[config.mk]
export PLATFORM = sky130hd
export DESIGN_NAME = p2s_pos
export DESIGN_NICKNAME = d
export VERILOG_FILES = /design/src/rtl/core/p2s_pkg.sv /design/src/rtl/core/p2s_pos.sv
export SDC_FILE = /design/constraint.sdc
export NUM_CORES = 1
export LEC_CHECK = 0
export BUFFER_PORTS_ARGS = -buffer_cell sky130_fd_sc_hd__clkbuf_2
export CORE_UTILIZATION = 45
export DETAILED_ROUTE_END_ITERATION = 8
export GPL_TIMING_DRIVEN = 1
export PLACE_DENSITY = 0.71
export REMOVE_ABC_BUFFERS = 1
export SLEW_MARGIN = 30
export SYNTH_ARGS = -nofsm -noshare
export SYNTH_HDL_FRONTEND = slang
export SYNTH_SLANG_ARGS = --single-unit
[constraint.sdc]
create_clock -name clk -period 2.5 [get_ports clk]
set_input_delay 0.125 -clock clk [delete_from_list [all_inputs] [get_ports clk]]
set_output_delay 0.125 -clock clk [all_outputs]
set_load 0.02 [all_outputs]
[src/rtl/core/p2s_pkg.sv]
// Shared constants and types for the 2x2 stride-2 int8 pooling block.
`timescale 1ns / 1ps
package p2s_pkg;

  localparam int PIX_W   = 8;
  localparam int STORE_W = 10;
  localparam int SUM_W   = STORE_W + 1;

  localparam int MODE_W  = 1;
  localparam int WIDTH_W = 8;
  localparam int HEIGHT_W = 11;
  localparam int CHAN_W  = 7;
  localparam int CFG_DATA_W = 11;
  localparam int CFG_IDX_W  = 2;

  localparam logic [CFG_IDX_W-1:0] REG_POOL_MODE     = 2'd0;
  localparam logic [CFG_IDX_W-1:0] REG_IMAGE_WIDTH   = 2'd1;
  localparam logic [CFG_IDX_W-1:0] REG_IMAGE_HEIGHT  = 2'd2;
  localparam logic [CFG_IDX_W-1:0] REG_CHANNEL_COUNT = 2'd3;

  localparam logic MODE_MAX = 1'b0;
  localparam logic MODE_AVG = 1'b1;

  localparam int DEF_MAX_WIDTH    = 128;
  localparam int DEF_MAX_CHANNELS = 64;
  localparam int DEF_MAX_HEIGHT   = 1024;

  localparam int PIX_MIN      = -128;
  localparam int PIX_MAX      = 127;
  localparam int AVG_PIX_MIN  = -127;
  localparam int SUM_MIN      = -512;
  localparam int SUM_MAX      = 511;
  localparam int AVG_ROUND    = 2;

  typedef struct packed {
    logic start;
    logic emit;
    logic last;
  } pos_flags_t;

endpackage

[src/rtl/core/p2s_pos.sv]
// Channel, column and row position counters with store address and window flags.
`timescale 1ns / 1ps
module p2s_pos #(
  parameter int MAX_WIDTH    = p2s_pkg::DEF_MAX_WIDTH,
  parameter int MAX_CHANNELS = p2s_pkg::DEF_MAX_CHANNELS,
  parameter int MAX_HEIGHT   = p2s_pkg::DEF_MAX_HEIGHT,
  localparam int COL_W  = (MAX_WIDTH > 1) ? $clog2(MAX_WIDTH) : 1,
  localparam int CH_W   = (MAX_CHANNELS > 1) ? $clog2(MAX_CHANNELS) : 1,
  localparam int ROW_W  = (MAX_HEIGHT > 1) ? $clog2(MAX_HEIGHT) : 1,
  localparam int DEPTH  = (MAX_WIDTH / 2) * MAX_CHANNELS,
  localparam int ADDR_W = (DEPTH > 1) ? $clog2(DEPTH) : 1
) (
  input  logic                  clk,
  input  logic                  rst_n,
  input  logic                  advance,
  input  logic [COL_W:0]        w_lim,
  input  logic [ROW_W:0]        h_lim,
  input  logic [CH_W:0]         c_lim,
  output logic [ADDR_W-1:0]     addr,
  output p2s_pkg::pos_flags_t   flags
);

  logic [CH_W-1:0]  ch_r, ch_nxt;
  logic [COL_W-1:0] col_r, col_nxt;
  logic [ROW_W-1:0] row_r, row_nxt;
  logic             last_ch, last_col, last_row;

  assign last_ch  = ({1'b0, ch_r} + (CH_W + 1)'(1)) >= c_lim;
  assign last_col = ({1'b0, col_r} + (COL_W + 1)'(1)) >= w_lim;
  assign last_row = ({1'b0, row_r} + (ROW_W + 1)'(1)) >= h_lim;

  assign addr = ADDR_W'(col_r >> 1) * ADDR_W'(MAX_CHANNELS) + ADDR_W'(ch_r);

  assign flags.start = !row_r[0] && !col_r[0];
  assign flags.emit  = row_r[0] && col_r[0];
  assign flags.last  = last_ch && last_col && last_row;

  always_comb begin
    ch_nxt  = ch_r;
    col_nxt = col_r;
    row_nxt = row_r;
    if (!last_ch) begin
      ch_nxt = ch_r + CH_W'(1);
    end else begin
      ch_nxt = '0;
      if (!last_col) begin
        col_nxt = col_r + COL_W'(1);
      end else begin
        col_nxt = '0;
        row_nxt = last_row ? '0 : row_r + ROW_W'(1);
      end
    end
  end

  always_ff @(posedge clk) begin
    if (!rst_n) begin
      ch_r  <= '0;
      col_r <= '0;
      row_r <= '0;
    end else if (advance) begin
      ch_r  <= ch_nxt;
      col_r <= col_nxt;
      row_r <= row_nxt;
    end
  end

endmodule

# ---- Word-level counts from Yosys, hierarchy flattened
# Cells that the tools add are included.
dict set report classes {
  reduce_logical 8
  mux 3
  add_sub_neg 7
  magnitude_cmp 3
}
# operator count
set op_table {}
lappend op_table {{12-bit by 6-bit adder with 12-bit output} 1}
lappend op_table {{10-bit by 1-bit adder with 11-bit output, second input constant} 1}
lappend op_table {{11-bit >= comparator} 1}
lappend op_table {{10-bit by 1-bit adder with 10-bit output, second input constant} 1}
lappend op_table {{10-bit two-way mux} 1}
lappend op_table {{7-bit by 1-bit adder with 8-bit output, second input constant} 1}
lappend op_table {{8-bit >= comparator} 1}
lappend op_table {{6-bit by 1-bit adder with 7-bit output, second input constant} 1}
lappend op_table {{7-bit by 1-bit adder with 7-bit output, second input constant} 1}
lappend op_table {{7-bit >= comparator} 1}
lappend op_table {{7-bit two-way mux} 1}
lappend op_table {{6-bit by 1-bit adder with 6-bit output, second input constant} 1}
lappend op_table {{6-bit two-way mux} 1}
lappend op_table {{1-bit logical AND} 4}
lappend op_table {{3-bit AND reduction} 1}
lappend op_table {{1-bit zero test} 2}
lappend op_table {{2-bit AND reduction} 1}
dict set report totals {
  input_bits 29
  output_inout_bits 15
  reg_bits 23
  wordCells 24
}

# ---- Longest topological paths before layout
dict set report depth {
  ltp_word 4
  mapped_depth 13
}

# ---- Worst setup path after synthesis
# Ideal clock, no wire load.
dict set report synth_path {
  path_type {flip-flop to flip-flop}
  from {register col_r[0]}
  to {register row_r[2]}
  path_stages_with_launch 13
  arrival_time_ns 2.545
  n_path_buf 1
  setup_slack_ns -0.115
  required_ns 2.430
  setup_time_ns 0.070
  cell_sequence {dfxtp_1 -> ha_1 -> nand3_1 -> nor2_1 -> xor2_1 -> ha_1 -> nand3_1 -> or3_4 -> o211ai_4 -> and3_1 -> buf_4 -> nand4b_1 -> a21boi_1}
}
dict set report synth_between {
  elab_chain_len 3
}
# item line
set synth_rtl {}
lappend synth_rtl {{start, declared} p2s_pos.sv:24} ;# logic [COL_W-1:0] col_r, col_nxt;
lappend synth_rtl {{start signal, assigned} p2s_pos.sv:62} ;# col_r <= col_nxt;
lappend synth_rtl {{7-bit by 1-bit adder with 8-bit output} p2s_pos.sv:29} ;# assign last_col = ({1'b0, col_r} + (COL_W + 1)'(1)) >= w_lim;
lappend synth_rtl {{8-bit >= comparator} p2s_pos.sv:29}
lappend synth_rtl {{3-bit AND reduction (no source line)} --}
lappend synth_rtl {{end signal, assigned} p2s_pos.sv:63} ;# row_r <= row_nxt;
lappend synth_rtl {{end, declared} p2s_pos.sv:25} ;# logic [ROW_W-1:0] row_r, row_nxt;
# No other way between the ends.
# A chain may end at the register's enable or synchronous reset.

==> flow_summary.ini <==
[detailed_routing]
drt-pass1-iter-count = 4
drtAntennaViolNets = 0
drtIter0Drc = 84
drt_wl_total_mm = 5.18
vias = 2030
viasPerCell = 5.29
wl_per_cell_um = 13.5
drc = 0

[critical_path]
cp_slowest_cell = dfxtp_2
crit_family = simple AND/OR/NAND/NOR gates
path_cells = and3_4, nand3_2, buf_4, xnor2_1, ha_1, a21o_1, a21oi_2, o21bai_4, nor2_4, nor2_4, buf_8
cp-start-kind = flop
worst-path-max-fanout = 4
timing.rr.end = row_r[6]
critPathKind = flop to output port
r2r_cells = 13
arrival_ps = 2490
crit_start = row_r[1]
cp.required_ps = 2380
slowest_delay_ps = 370
rrSetupSlack_ps = -80
critPathBufInv = 2
cpMostUsedCell = nor2_4
crit_path_end_kind = output port
reg2reg_from = row_r[1]

[cells_and_area]
final_cell_mix = 48 x buf_4, 42 x clkbuf_2, 25 x inv_1, 25 x ha_1, 21 x nand2_1
num-nets-final = 393
antenna_cells = 0
final_cell_area_um2 = 3000
drive_gt1_share_pct = 47.0
finalNonFillerCells = 384
syn_to_final_growth_pct = 52.3
final_common_cell = buf_4
fin_util_pct = 73.0

[synth]
synth_enable_flop_cells = 0
synth.avg_cell_area_um2 = 8.12
ys.flop_type = dfxtp_1
synth-warning-count = 0
postSynthCellCount = 243
syn_area_um2 = 1970
yosysSeqAreaShare_pct = 23.3
ys_seq_elements = 23
synth_cell_types = 43
async_reset_ff_share_pct = 0

[timing]
finalCritPeriodShare_pct = 104
setup_ws_ps = -111
fmax_mhz = 383
whs_ps = 310
min_period_ps = 2610
setup_violations = 16
fin_skew_ps = 3.49
relSlewSlack_pct = 72.6
hold_viol = 0
finalMaxSlewViolations = 0
worstMarginPinSlew_ps = 410
rsz0062_at_grt = yes
final.setup.tns_ps = -773

[clock_tree]
cts_buffers = 3
clock-sinks = 23
clk_latency_ps = 260
tritoncts = built
cts_root_buf = clkbuf_8
clkTransAtPathRegs_ps = 90
cts_max_level = 1
cts.path.max_buffers = 2

[min_path]
holdPathEnd = ch_r[1]
hold_depth = 3
hold_class = primary input to flop
hold_start = advance

[power]
p_int_uw = 556
clockPowerShare_pct = 30.8
power.share.combinational_pct = 20.0
power.leakage_nw = 1.48
p_sw_uw = 200
p_seq_share_pct = 49.3
power_uw = 756
switching_share_pct = 26.5
ir_worst_vdd_uv = 293
p_per_area_nw_per_um2 = 252

[floorplanning]
start_util_pct = 47.9
die_h_um = 68.2
core-area_um2 = 4120
ios = 44
rows = 23
fp.dieArea_um2 = 4650
chipWidth_um = 68.2

[placement]
dp_worst_setup_slack_ps = -131
postPlaceCellArea_um2 = 2460
gp_congestion = 0.921
dp_cells = 362
dp_hpwl_mm = 3.35
portBuffers = 43

[grt]
antenna_found_initial = 0
grt_pass1_vias = 1825
grt_util_met1_pct = 25.4
grt_overflow = 0
met3_usage_pct = 1.83
grt_pass1_wl_mm = 7.51
grt_max_degree = 23
use_met2_pct = 38.5
top_usage_layer = met2
grt_usage_pct = 20.9

[job]
max-cap-violations = 0

[outcome]
status = complete, but fails checks
violations = setup timing
==> routing by layer <==
| metal | share of wire (%) | vias to the layer above |
|---|---|---|
| li1 | - | 1018 |
| met1 | 42 | 960 |
| met2 | 54 | 42 |
| met3 | 2.6 | 10 |
| met4 | 1.8 | 0 |
| met5 | 0 | - |
==> what timing repair did <==
item | 4_1_cts | 5_1_grt
pin swaps | 20 | 30
endpoints found under the setup margin | 17 | 21
setup buffers | 13 | 8
hold buffers | 0 | 0
gates resized for setup | 39 | 42
cloned | 0 | 0
==> cell usage after synthesis (all sizes together) (5+ instances only) <==
cell type / instances / area share (%)
o21ai: 5 / 1.3
xnor2: 11 / 4.9
xor2: 11 / 4.9
a21boi: 8 / 3.0
a21oi: 9 / 2.3
dfxtp: 23 / 23
ha: 29 / 18
nand2: 24 / 4.7
nand4: 5 / 1.6
buf: 9 / 3.1
and3: 5 / 1.6
inv: 25 / 4.8
nor2: 20 / 3.8
nand3: 16 / 4.3
==> worst max-delay path by stage <==
stage	slack [ps]	depth (start not counted)	end
2_1_floorplan	-270	11	row_r[2]
3_3_place_gp	-60	11	row_r[2]
3_5_place_dp	-130	11	row_r[6]
4_1_cts	-100	13	flags[0]
5_1_grt	-230	13	col_r[2]
6_report	-110	11	flags[0]
==> registers in the layout (all words and copies together), names as in the netlist <==
register,count
row_r,10
ch_r,6
col_r,7
==> layout make-up <==
type	count	area, um2
Multi-Input combinational cell	183	1650
Fill cell	310	1110
Timing Repair Buffer	99	676
Sequential cell	23	477
Inverter	25	93.8
Tap cell	50	62.6
Clock buffer	4	45.0
==> worst reg2reg max path, stage by stage, from the launching register on <==
cell and delay [ps]:
dfxtp_2 370, and3_4 210, nand3_2 130, buf_4 180, xnor2_1 130, ha_1 350
a21o_1 220, a21oi_2 180, o21bai_4 80, nor2_4 190, buf_4 150, buf_4 120
nand3_2 70, a21boi_2 140
==> logic make-up (layout without fill, tap and decap cells) <==
family	count (synthesis)	in the layout	synth area share (%)
AOI/OAI and AO/OA	40	40	15.5
DFF	23	23	23.3
adders and majority gates	29	29	18.4
and+or+nand+nor	90	90	23.5
buffers and inverters	37	128	8.43
muxes	2	2	1.01
xor gates and xnor gates	22	22	9.77
==> power groups by stage <==
| stage | Clock (mW) | Sequential, mW | Combinational (mW) |
|---|---|---|---|
| final | 0.233 | 0.372 | 0.151 |
| after global routing | 0.255 | 0.373 | 0.170 |
| after CTS | 0.234 | 0.374 | 0.135 |
| after detailed placement | 0 | 0.383 | 0.128 |
| after global placement | 0 | 0.384 | 0.125 |
| after floorplan | 0 | 0.394 | 0.0617 |
Power figures use the tool's default switching activity.
